File: config.mk
export PLATFORM = sky130hd
export DESIGN_NAME = pulse_rate_anemometer
export DESIGN_NICKNAME = d
export VERILOG_FILES = /design/src/sv/pra_pkg.sv /design/src/sv/pra_queue.sv /design/src/sv/pra_front.sv /design/src/sv/pra_back.sv /design/src/sv/pulse_rate_anemometer.sv
export SDC_FILE = /design/constraint.sdc
export NUM_CORES = 2
export LEC_CHECK = 0
export ABC_CLOCK_PERIOD_IN_PS = 5900
export CORE_MARGIN = 3
export CORE_UTILIZATION = 26
export CTS_BUF_LIST = sky130_fd_sc_hd__clkbuf_8 sky130_fd_sc_hd__clkbuf_16
export CTS_CLUSTER_DIAMETER = 40
export DETAILED_ROUTE_END_ITERATION = 8
export DONT_BUFFER_PORTS = 1
export SYNTH_ARGS = -nofsm -noshare
export SYNTH_HDL_FRONTEND = slang
export SYNTH_HIERARCHICAL = 1
export SYNTH_SLANG_ARGS = --single-unit
File: constraint.sdc
create_clock -name clk -period 5.9 [get_ports clk]
set_input_delay 0.885 -clock clk [delete_from_list [all_inputs] [get_ports clk]]
set_output_delay 0.885 -clock clk [all_outputs]
set_load 0.03 [all_outputs]
File: src/sv/pra_pkg.sv
// Package for the pulse rate anemometer: widths, register map, window job
// record and the back-end state type. Used by every module of the block.
`default_nettype none
package pra_pkg;

  // field widths
  localparam int unsigned SAMPLE_W  = 10;
  localparam int unsigned BLADES_W  = 8;
  localparam int unsigned CIRC_W    = 16;
  localparam int unsigned WINDOW_W  = 16;
  localparam int unsigned COUNT_W   = 16;
  localparam int unsigned ELAPSED_W = 17;
  localparam int unsigned SINCE_W   = 3;
  localparam int unsigned RPM_W     = 36;
  localparam int unsigned SPEED_W   = 42;
  localparam int unsigned PROD1_W   = 26;  // count * 1000
  localparam int unsigned DIVISOR_W = ELAPSED_W + BLADES_W;
  localparam int unsigned STEP_W    = 6;

  // configuration register map (word index = paddr[3:2])
  localparam logic [1:0] REG_THRESHOLD = 2'd0;
  localparam logic [1:0] REG_BLADES    = 2'd1;
  localparam logic [1:0] REG_CIRC      = 2'd2;
  localparam logic [1:0] REG_WINDOW    = 2'd3;

  // reset values of the configuration registers
  localparam logic [SAMPLE_W-1:0] THRESHOLD_RST = 10'd512;
  localparam logic [BLADES_W-1:0] BLADES_RST    = 8'd3;
  localparam logic [CIRC_W-1:0]   CIRC_RST      = 16'd3277;
  localparam logic [WINDOW_W-1:0] WINDOW_RST    = 16'd1000;

  // arithmetic constants
  localparam logic [SINCE_W-1:0]   REFRACTORY_SAMPLES = 3'd5;
  localparam logic [19:0]          RPM_SCALE          = 20'd960000;
  localparam logic [9:0]           MS_PER_SECOND      = 10'd1000;
  localparam logic [COUNT_W-1:0]   COUNT_MAX          = 16'hFFFF;
  localparam logic [ELAPSED_W-1:0] ELAPSED_MAX        = 17'h1FFFF;
  localparam logic [STEP_W-1:0]    LAST_STEP          = 6'(SPEED_W - 1);

  // queue between front and back
  localparam int unsigned QUEUE_DEPTH = 2;
  localparam int unsigned QUEUE_AW    = 1;

  // one finished window, handed from front to back
  typedef struct packed {
    logic [COUNT_W-1:0]   count;
    logic [ELAPSED_W-1:0] elapsed;
    logic [BLADES_W-1:0]  blades;
    logic [CIRC_W-1:0]    circ;
  } pra_job_t;

  // back-end sequencer states
  typedef enum logic [2:0] {
    ST_IDLE,
    ST_MUL,
    ST_DIV,
    ST_DONE
  } pra_state_t;

endpackage
`default_nettype wire

File: src/sv/pra_queue.sv
// Short job queue between the front (pulse counting) and the back (division).
// Depends on pra_pkg for the job record and the queue depth.
`default_nettype none
module pra_queue
  import pra_pkg::*;
(
  input  wire logic     clk,
  input  wire logic     rst,
  input  wire logic     push,
  input  wire pra_job_t push_job,
  output logic          full,
  input  wire logic     pop,
  output logic          nonempty,
  output pra_job_t      head
);

  pra_job_t                entries [QUEUE_DEPTH];
  logic [QUEUE_AW-1:0]     wr_ptr;
  logic [QUEUE_AW-1:0]     rd_ptr;
  logic [QUEUE_AW:0]       fill;

  assign full     = (fill == (QUEUE_AW+1)'(QUEUE_DEPTH));
  assign nonempty = (fill != '0);
  assign head     = entries[rd_ptr];

  // store pushed jobs
  always_ff @(posedge clk) begin
    if (push && !full) begin
      entries[wr_ptr] <= push_job;
    end
  end

  // advance pointers and fill level
  always_ff @(posedge clk) begin
    if (rst) begin
      wr_ptr <= '0;
      rd_ptr <= '0;
      fill   <= '0;
    end else begin
      if (push && !full) begin
        wr_ptr <= wr_ptr + 1'b1;
      end
      if (pop && nonempty) begin
        rd_ptr <= rd_ptr + 1'b1;
      end
      case ({push && !full, pop && nonempty})
        2'b10:   fill <= fill + 1'b1;
        2'b01:   fill <= fill - 1'b1;
        default: fill <= fill;
      endcase
    end
  end

endmodule
`default_nettype wire

File: src/sv/pra_front.sv
// Front end: accepts samples and ticks, detects falling threshold crossings,
// counts pulses and times the window. Pushes a job at each window end.
// Depends on pra_pkg.
`default_nettype none
module pra_front
  import pra_pkg::*;
(
  input  wire logic                clk,
  input  wire logic                rst,
  input  wire logic                item_valid,
  output logic                     item_ready,
  input  wire logic                item_kind,
  input  wire logic [SAMPLE_W-1:0] item_sample,
  input  wire logic [SAMPLE_W-1:0] threshold,
  input  wire logic [BLADES_W-1:0] blade_count,
  input  wire logic [CIRC_W-1:0]   circumference_q16,
  input  wire logic [WINDOW_W-1:0] window_length_ms,
  input  wire logic                queue_full,
  output logic                     push,
  output pra_job_t                 push_job
);

  logic [SAMPLE_W-1:0]  previous_sample;
  logic [SINCE_W-1:0]   samples_since_pulse;
  logic [COUNT_W-1:0]   pulse_total;
  logic [ELAPSED_W-1:0] elapsed_ms;

  logic                 accept;
  logic                 falling;
  logic [SINCE_W-1:0]   since_inc;
  logic                 pulse;
  logic [COUNT_W-1:0]   total_inc;
  logic [ELAPSED_W-1:0] elapsed_inc;
  logic                 window_end;

  // hold off input while the queue cannot take a job
  assign item_ready = !queue_full;
  assign accept     = item_valid && item_ready;

  // classify the item
  always_comb begin
    falling     = (previous_sample >= threshold) && (item_sample < threshold);
    since_inc   = (samples_since_pulse < REFRACTORY_SAMPLES) ?
                  samples_since_pulse + 1'b1 : samples_since_pulse;
    pulse       = falling && (since_inc >= REFRACTORY_SAMPLES);
    total_inc   = (pulse_total < COUNT_MAX) ? pulse_total + 1'b1 : pulse_total;
    elapsed_inc = (elapsed_ms < ELAPSED_MAX) ? elapsed_ms + 1'b1 : elapsed_ms;
    window_end  = (elapsed_inc >= {1'b0, window_length_ms});
  end

  // hand a finished window to the back end
  assign push             = accept && item_kind && window_end;
  assign push_job.count   = pulse_total;
  assign push_job.elapsed = elapsed_inc;
  assign push_job.blades  = blade_count;
  assign push_job.circ    = circumference_q16;

  // update counting state
  always_ff @(posedge clk) begin
    if (rst) begin
      previous_sample     <= '0;
      samples_since_pulse <= '0;
      pulse_total         <= '0;
      elapsed_ms          <= '0;
    end else if (accept) begin
      if (!item_kind) begin
        previous_sample <= item_sample;
        if (pulse) begin
          pulse_total         <= total_inc;
          samples_since_pulse <= '0;
        end else begin
          samples_since_pulse <= since_inc;
        end
      end else if (window_end) begin
        pulse_total <= '0;
        elapsed_ms  <= '0;
      end else begin
        elapsed_ms <= elapsed_inc;
      end
    end
  end

endmodule
`default_nettype wire

File: src/sv/pra_back.sv
// Back end: takes window jobs from the queue, forms both numerators and the
// divisor, runs a shared-step restoring division and drives the result register.
// Depends on pra_pkg.
`default_nettype none
module pra_back
  import pra_pkg::*;
(
  input  wire logic           clk,
  input  wire logic           rst,
  input  wire logic           job_valid,
  input  wire pra_job_t       job,
  output logic                job_pop,
  output logic                res_valid,
  input  wire logic           res_ready,
  output logic [RPM_W-1:0]    res_rpm,
  output logic [SPEED_W-1:0]  res_speed,
  output logic [COUNT_W-1:0]  res_count,
  output logic                res_error
);

  pra_state_t state, state_next;

  // job registers
  logic [COUNT_W-1:0]   count;
  logic [CIRC_W-1:0]    circ;
  logic                 err;
  logic [PROD1_W-1:0]   prod1;
  logic [DIVISOR_W-1:0] divisor;
  logic [SPEED_W-1:0]   rpm_num;
  logic [SPEED_W-1:0]   spd_num;
  logic [DIVISOR_W-1:0] rpm_rem;
  logic [DIVISOR_W-1:0] spd_rem;
  logic [STEP_W-1:0]    step;

  // sequencer controls
  logic load_job;
  logic load_mul;
  logic do_step;
  logic load_out;
  logic out_free;

  // arithmetic
  logic [RPM_W-1:0]     rpm_prod;
  logic [PROD1_W-1:0]   prod1_calc;
  logic [DIVISOR_W-1:0] div_calc;
  logic [SPEED_W-1:0]   spd_prod;
  logic [DIVISOR_W:0]   rpm_sh;
  logic [DIVISOR_W:0]   spd_sh;
  logic                 rpm_ge;
  logic                 spd_ge;
  logic [DIVISOR_W:0]   rpm_diff;
  logic [DIVISOR_W:0]   spd_diff;

  assign out_free = !res_valid || res_ready;

  // next state
  always_comb begin
    state_next = state;
    unique case (state)
      ST_IDLE: if (job_valid) state_next = ST_MUL;
      ST_MUL:  state_next = ST_DIV;
      ST_DIV:  if (step == LAST_STEP) state_next = ST_DONE;
      ST_DONE: if (out_free) state_next = ST_IDLE;
      default: state_next = ST_IDLE;
    endcase
  end

  // state decode
  always_comb begin
    load_job = 1'b0;
    load_mul = 1'b0;
    do_step  = 1'b0;
    load_out = 1'b0;
    unique case (state)
      ST_IDLE: load_job = job_valid;
      ST_MUL:  load_mul = 1'b1;
      ST_DIV:  do_step  = 1'b1;
      ST_DONE: load_out = out_free;
      default: ;
    endcase
  end

  assign job_pop = load_job;

  // first products straight from the queue head
  assign rpm_prod   = {{(RPM_W-COUNT_W){1'b0}}, job.count} *
                      {{(RPM_W-20){1'b0}}, RPM_SCALE};
  assign prod1_calc = {{(PROD1_W-COUNT_W){1'b0}}, job.count} *
                      {{(PROD1_W-10){1'b0}}, MS_PER_SECOND};
  assign div_calc   = {{BLADES_W{1'b0}}, job.elapsed} *
                      {{ELAPSED_W{1'b0}}, job.blades};
  // second product for the speed numerator
  assign spd_prod   = {{(SPEED_W-PROD1_W){1'b0}}, prod1} *
                      {{(SPEED_W-CIRC_W){1'b0}}, circ};

  // one restoring division step on both quotients
  always_comb begin
    rpm_sh   = {rpm_rem, rpm_num[SPEED_W-1]};
    spd_sh   = {spd_rem, spd_num[SPEED_W-1]};
    rpm_ge   = (rpm_sh >= {1'b0, divisor});
    spd_ge   = (spd_sh >= {1'b0, divisor});
    rpm_diff = rpm_sh - {1'b0, divisor};
    spd_diff = spd_sh - {1'b0, divisor};
  end

  // state register
  always_ff @(posedge clk) begin
    if (rst) begin
      state <= ST_IDLE;
    end else begin
      state <= state_next;
    end
  end

  // datapath
  always_ff @(posedge clk) begin
    if (load_job) begin
      count   <= job.count;
      circ    <= job.circ;
      err     <= (job.blades == '0);
      prod1   <= prod1_calc;
      divisor <= div_calc;
      rpm_num <= {{(SPEED_W-RPM_W){1'b0}}, rpm_prod};
    end
    if (load_mul) begin
      spd_num <= spd_prod;
      rpm_rem <= '0;
      spd_rem <= '0;
      step    <= '0;
    end
    if (do_step) begin
      rpm_rem <= rpm_ge ? rpm_diff[DIVISOR_W-1:0] : rpm_sh[DIVISOR_W-1:0];
      spd_rem <= spd_ge ? spd_diff[DIVISOR_W-1:0] : spd_sh[DIVISOR_W-1:0];
      rpm_num <= {rpm_num[SPEED_W-2:0], rpm_ge};
      spd_num <= {spd_num[SPEED_W-2:0], spd_ge};
      step    <= step + 1'b1;
    end
  end

  // result register: hold until taken
  always_ff @(posedge clk) begin
    if (rst) begin
      res_valid <= 1'b0;
    end else if (load_out) begin
      res_valid <= 1'b1;
    end else if (res_ready) begin
      res_valid <= 1'b0;
    end
  end

  always_ff @(posedge clk) begin
    if (load_out) begin
      res_rpm   <= err ? '0 : rpm_num[RPM_W-1:0];
      res_speed <= err ? '0 : spd_num;
      res_count <= count;
      res_error <= err;
    end
  end

endmodule
`default_nettype wire

File: src/sv/pulse_rate_anemometer.sv
// Pulse rate anemometer top level: APB register file, front end, job queue
// and back end. Depends on pra_pkg, pra_front, pra_queue and pra_back.
//
// Usage:
//   Input stream s_*: s_tuser is the item kind (0 sample, 1 one-millisecond
//   tick), s_tdata[9:0] the photodiode sample. Each accepted item updates
//   the front-end counters and timer; samples and ticks that do not close a
//   window never produce a result.
//   A tick that closes the window queues a job. The back end takes it through
//   the two multiply stages, 42 steps of the restoring divider (set by the
//   42-bit speed numerator) and a load of the result register, which waits
//   until the output register is free.
//   Output stream m_*: m_tdata holds rpm_q4, speed_q16 and pulses_in_window,
//   m_tuser the divide error flag. The result holds while m_tready is low;
//   the queue keeps two more windows, after which s_tready drops.
//   APB port: four registers at byte addresses 0, 4, 8, 12; pready is
//   always high; write only while the block is idle.
//   Reset (rst, synchronous): registers return to their defaults, counters
//   and timer clear, queue and output empty.
`default_nettype none
module pulse_rate_anemometer
  import pra_pkg::*;
(
  input  wire logic        clk,
  input  wire logic        rst,
  // input stream
  input  wire logic        s_tvalid,
  output logic             s_tready,
  input  wire logic [15:0] s_tdata,   // [9:0] sample_value, [15:10] zero
  input  wire logic        s_tuser,   // [0] kind
  // output stream
  output logic             m_tvalid,
  input  wire logic        m_tready,
  output logic [95:0]      m_tdata,   // [35:0] rpm_q4, [77:36] speed_q16,
                                      // [93:78] pulses_in_window, [95:94] zero
  output logic             m_tuser,   // [0] divide_error
  // configuration
  input  wire logic        psel,
  input  wire logic        penable,
  input  wire logic        pwrite,
  input  wire logic [3:0]  paddr,
  input  wire logic [31:0] pwdata,
  output logic [31:0]      prdata,
  output logic             pready
);

  logic [SAMPLE_W-1:0] threshold;
  logic [BLADES_W-1:0] blade_count;
  logic [CIRC_W-1:0]   circumference_q16;
  logic [WINDOW_W-1:0] window_length_ms;

  logic        cfg_write;
  logic [1:0]  reg_index;

  logic        q_push;
  pra_job_t    q_push_job;
  logic        q_full;
  logic        q_pop;
  logic        q_nonempty;
  pra_job_t    q_head;

  logic [RPM_W-1:0]   res_rpm;
  logic [SPEED_W-1:0] res_speed;
  logic [COUNT_W-1:0] res_count;

  assign pready    = 1'b1;
  assign cfg_write = psel && penable && pwrite && pready;
  assign reg_index = paddr[3:2];

  // register writes
  always_ff @(posedge clk) begin
    if (rst) begin
      threshold         <= THRESHOLD_RST;
      blade_count       <= BLADES_RST;
      circumference_q16 <= CIRC_RST;
      window_length_ms  <= WINDOW_RST;
    end else if (cfg_write) begin
      unique case (reg_index)
        REG_THRESHOLD: threshold         <= pwdata[SAMPLE_W-1:0];
        REG_BLADES:    blade_count       <= pwdata[BLADES_W-1:0];
        REG_CIRC:      circumference_q16 <= pwdata[CIRC_W-1:0];
        REG_WINDOW:    window_length_ms  <= pwdata[WINDOW_W-1:0];
        default:       ;
      endcase
    end
  end

  // register reads
  always_comb begin
    unique case (reg_index)
      REG_THRESHOLD: prdata = {{(32-SAMPLE_W){1'b0}}, threshold};
      REG_BLADES:    prdata = {{(32-BLADES_W){1'b0}}, blade_count};
      REG_CIRC:      prdata = {{(32-CIRC_W){1'b0}}, circumference_q16};
      REG_WINDOW:    prdata = {{(32-WINDOW_W){1'b0}}, window_length_ms};
      default:       prdata = '0;
    endcase
  end

  pra_front u_front (
    .clk               (clk),
    .rst               (rst),
    .item_valid        (s_tvalid),
    .item_ready        (s_tready),
    .item_kind         (s_tuser),
    .item_sample       (s_tdata[SAMPLE_W-1:0]),
    .threshold         (threshold),
    .blade_count       (blade_count),
    .circumference_q16 (circumference_q16),
    .window_length_ms  (window_length_ms),
    .queue_full        (q_full),
    .push              (q_push),
    .push_job          (q_push_job)
  );

  pra_queue u_queue (
    .clk      (clk),
    .rst      (rst),
    .push     (q_push),
    .push_job (q_push_job),
    .full     (q_full),
    .pop      (q_pop),
    .nonempty (q_nonempty),
    .head     (q_head)
  );

  pra_back u_back (
    .clk       (clk),
    .rst       (rst),
    .job_valid (q_nonempty),
    .job       (q_head),
    .job_pop   (q_pop),
    .res_valid (m_tvalid),
    .res_ready (m_tready),
    .res_rpm   (res_rpm),
    .res_speed (res_speed),
    .res_count (res_count),
    .res_error (m_tuser)
  );

  assign m_tdata = {2'b00, res_count, res_speed, res_rpm};

endmodule
`default_nettype wire

==> results.md <==
* Max VDD drop at 0.0002417 V
* Initial drt markers at 1,748
* Residual DRC count at 0
* RSZ-0062 raised after global routing: true
* CTS clk-pin slew, worst paths at 0.06 ns
* Core box area at 172,700 sq um
* Clock Path Buffers at 3
* Critical Path End Type: flop
* Initial Util at 26.32%
* Top cells by area, synth: edfxtp_1 28%, fa_1 21%, ha_1 9.8%
* Hold_buf cts at 0
* Overall global routing resource usage at 12.51%
* Most common cell in the netlist: inv_1
* Area grow syn2layout at 19.19%
* Vias in the first global route at 32,479
* Critical Path Source: u_back/prod1[15]$_DFFE_PP_
* Chip height at 424.1 um
* CP Class: flop to flop
* Maxcap violations at 0
* Primary FF master, synth: edfxtp_1
* Dominant cell type by area after synthesis: edfxtp_1
* Chip width at 424.1 um
* Syn Inst Count at 4,296
* Post-Syn Area per Cell at 10.58 sq um
* Max_slew headroom at 10.52%
* CTS root buf: clkbuf_16
* Fill cell count at 17,596
* Post-synth ARST share at 0%
* Area of the multi-input gates at 28,260 sq um
* Dpl ws at -0.6264 ns
* Worst-path maximum fanout at 3
* Worst hold stages at 1
* Reg2reg end: u_back/spd_num[35]$_DFFE_PP_
* Largest net degree at the start of global routing at 133
* Yosys warning count at 6
* CTS tree: built
* Via density per instance at 4.500
* PnR Total Power at 9.351 mW
* Area share of the largest cell type after synthesis at 28.27%
* Failing checks: setup timing
* Seq/Total Area, Yosys at 32.85%
* HPWL after DPL at 88,060 um
* CTS sink count at 532
* Row count at 152
* First-pass GRT wire length at 180,800 um
* Worst r2r src: u_back/prod1[15]$_DFFE_PP_
* Number of flops mapped to enable cells by yosys at 428
* FMAX at 161.5 MHz
* Layout cells sized above 1 at 17.45%
* Netlist cell types at 91
* WL/cell at 16.23 um
* Element type at the critical path start: flop
* Antenna Violating Nets Remaining at 0
* Vias at 31,199
* Clock Latency Late Sink at 0.71 ns
* Synthesized cell area at 45,460 sq um
* Clock buffer count from CTS at 88
* Reg2reg setup slack at -0.29 ns
* Total congestion overflow at 0
* Nets at 5,446
* Drt pass-1 iters at 6
* Pwr dens at 172.6 nW/um^2
* Worst slew pin tran at 1.342 ns
* Run status: complete, but fails checks
* Final min period at 6.192 ns
* Tcrit/Tclk final at 105.0%
* Critical Path AT at 6.61 ns
* Worst setup margin at -0.2923 ns
* Routed WL at 112,500 um
* Final GP Congestion at 0.8532
* Worst Skew at 0.08006 ns
* Worst Path Required at 6.31 ns
* PortBufs at 0
* Leakage power at 22.50 nW
* Reg area at 14,940 sq um
* Post-synth top cells: 584 x inv_1, 484 x fa_1, 477 x nand2_1, 428 x edfxtp_1, 356 x ha_1
* I/O pins at 192
* FF+latch count, synth at 532
* Die area at 179,900 sq um
* Worst reg2reg path depth at 24
* Final Hold Fails at 0
* H-tree Lvls at 3
* Max-slew violation count at 0
* Final setup violation count at 21
* Antenna violations before repair at 2
* Fin Hold WS at 0.2666 ns
* Hold Crit Start: rst
* Hold Path Class: input port to flop
* Hold EP: u_front/previous_sample[0]$_SDFFE_PP0P_
how the worst max path moves through the flow:
| stage | endpoint | slack (ns) | depth (start not counted) |
|---|---|---|---|
| after global placement | u_back/spd_num[35]$_DFFE_PP_ | -0.55 | 23 |
| after detailed placement | u_back/spd_num[35]$_DFFE_PP_ | -0.63 | 23 |
| final | u_back/spd_num[35]$_DFFE_PP_ | -0.29 | 24 |
| after floorplan | u_back/spd_num[34]$_DFFE_PP_ | -0.03 | 22 |
| after global routing | u_back/spd_num[36]$_DFFE_PP_ | -0.50 | 26 |
| after CTS | u_back/spd_num[36]$_DFFE_PP_ | -0.28 | 24 |
area by class of cell:
| type | count | share of cell area, % |
|---|---|---|
| multi-input cells | 3002 | 52.16 |
| diodes | 3 | 0.01386 |
| well taps | 2310 | 5.334 |
| clock buffers | 91 | 4.182 |
| repair buffers | 336 | 5.191 |
| inverters | 586 | 4.060 |
| clock inverters | 73 | 1.487 |
| flip-flops and latches | 532 | 27.57 |
critical path, stage by stage (launching register included):
cell,delay [ns]
edfxtp_1,0.46
buf_6,0.16
buf_6,0.11
and2_4,0.13
fa_1,0.54
inv_2,0.04
fa_1,0.48
fa_1,0.54
inv_2,0.05
fa_1,0.45
fa_1,0.54
inv_2,0.04
fa_1,0.55
inv_2,0.05
ha_4,0.27
nand4_1,0.20
nor2_4,0.19
o211ai_1,0.10
buf_4,0.17
buf_6,0.13
a211oi_4,0.21
o21bai_1,0.11
o21bai_1,0.18
xnor2_1,0.13
o21ai_1,0.07
logic make-up after synthesis:
| family | share of synthesized area [%] |
|---|---|
| other | 0.01652 |
| multiplexers | 4.178 |
| flip-flops | 32.85 |
| AND/OR/NAND/NOR | 14.23 |
| XOR/XNOR | 2.851 |
| adder cells (fa/ha/maj) | 31.11 |
| AO/OA/AOI/OAI | 7.698 |
| buffers and inverters | 7.063 |
layer usage:
layer	vias up	global-route usage [%]	wire, um
met5	-	0	0
met3	158	2.034	5415
met2	615	21.14	54350
met1	15684	16.61	50450
met4	0	3.252	2278
li1	14742	-	-
stage by stage:
| step | TNS [ns] | area, sq um | cells | util (%) |
|---|---|---|---|---|
| detailed placement | -8.829 | 49580 | 6692 | 28.71 |
| global route | -9.123 | 54180 | 6933 | 31.38 |
| CTS | -3.519 | 53620 | 6901 | 31.05 |
| finish | -3.652 | 54180 | 6933 | 31.38 |
| floorplan | -0.02977 | 45740 | 4313 | - |
| global placement | -7.736 | 49580 | 6692 | 28.71 |
flip-flops by register name (all words and copies together) (netlist names), 3 cells and up, named ones only:
register                     flops
u_queue/entries                114
u_back/res_speed                42
u_back/rpm_num                  42
u_back/spd_num                  42
u_back/res_rpm                  36
u_back/divisor                  25
u_back/rpm_rem                  25
u_back/spd_rem                  25
u_back/prod1                    21
u_front/elapsed_ms              17
circumference_q16               16
u_back/circ                     16
u_back/count                    16
u_back/res_count                16
u_front/pulse_total             16
window_length_ms                16
threshold                       10
u_front/previous_sample         10
blade_count                      8
u_back/step                      6
u_front/samples_since_pulse      3
timing repair:
action | CTS | global route
buffers inserted | 47 | 34
setup endpoints to repair | 29 | 34
pin swaps | 153 | 140
gates resized for setup | 171 | 93
cells in the final DEF, fill, tap and decap left out, types with 12 or more instances in the layout:
| cell | n |
|---|---|
| xor2_1 | 55 |
| ha_4 | 27 |
| inv_6 | 12 |
| edfxtp_1 | 428 |
| o21ai_0 | 106 |
| nor3_1 | 38 |
| and2_4 | 19 |
| o21ai_1 | 19 |
| and2_1 | 217 |
| fa_1 | 452 |
| mux2_2 | 63 |
| buf_4 | 277 |
| conb_1 | 19 |
| dfxtp_1 | 103 |
| xnor2_1 | 92 |
| a21o_1 | 67 |
| nor2b_1 | 101 |
| ha_1 | 327 |
| clkbuf_16 | 90 |
| nand4_1 | 24 |
| buf_6 | 50 |
| inv_1 | 548 |
| nand2_1 | 467 |
| mux2i_1 | 90 |
| a211oi_1 | 20 |
| a31oi_1 | 15 |
| o21a_1 | 28 |
| inv_2 | 46 |
| a21oi_2 | 19 |
| a21oi_1 | 134 |
| nand2b_1 | 73 |
| fa_2 | 32 |
| nand3_1 | 74 |
| nor2_1 | 158 |
| o21bai_1 | 16 |
power by group:
group | total, mW | internal (mW) | switching (mW)
Combinational | 0.128 | 0.0445 | 0.0834
Clock | 5.20 | 3.15 | 2.05
Sequential | 4.02 | 4.01 | 0.00969
No activity file was read; power rests on OpenSTA's default activity.
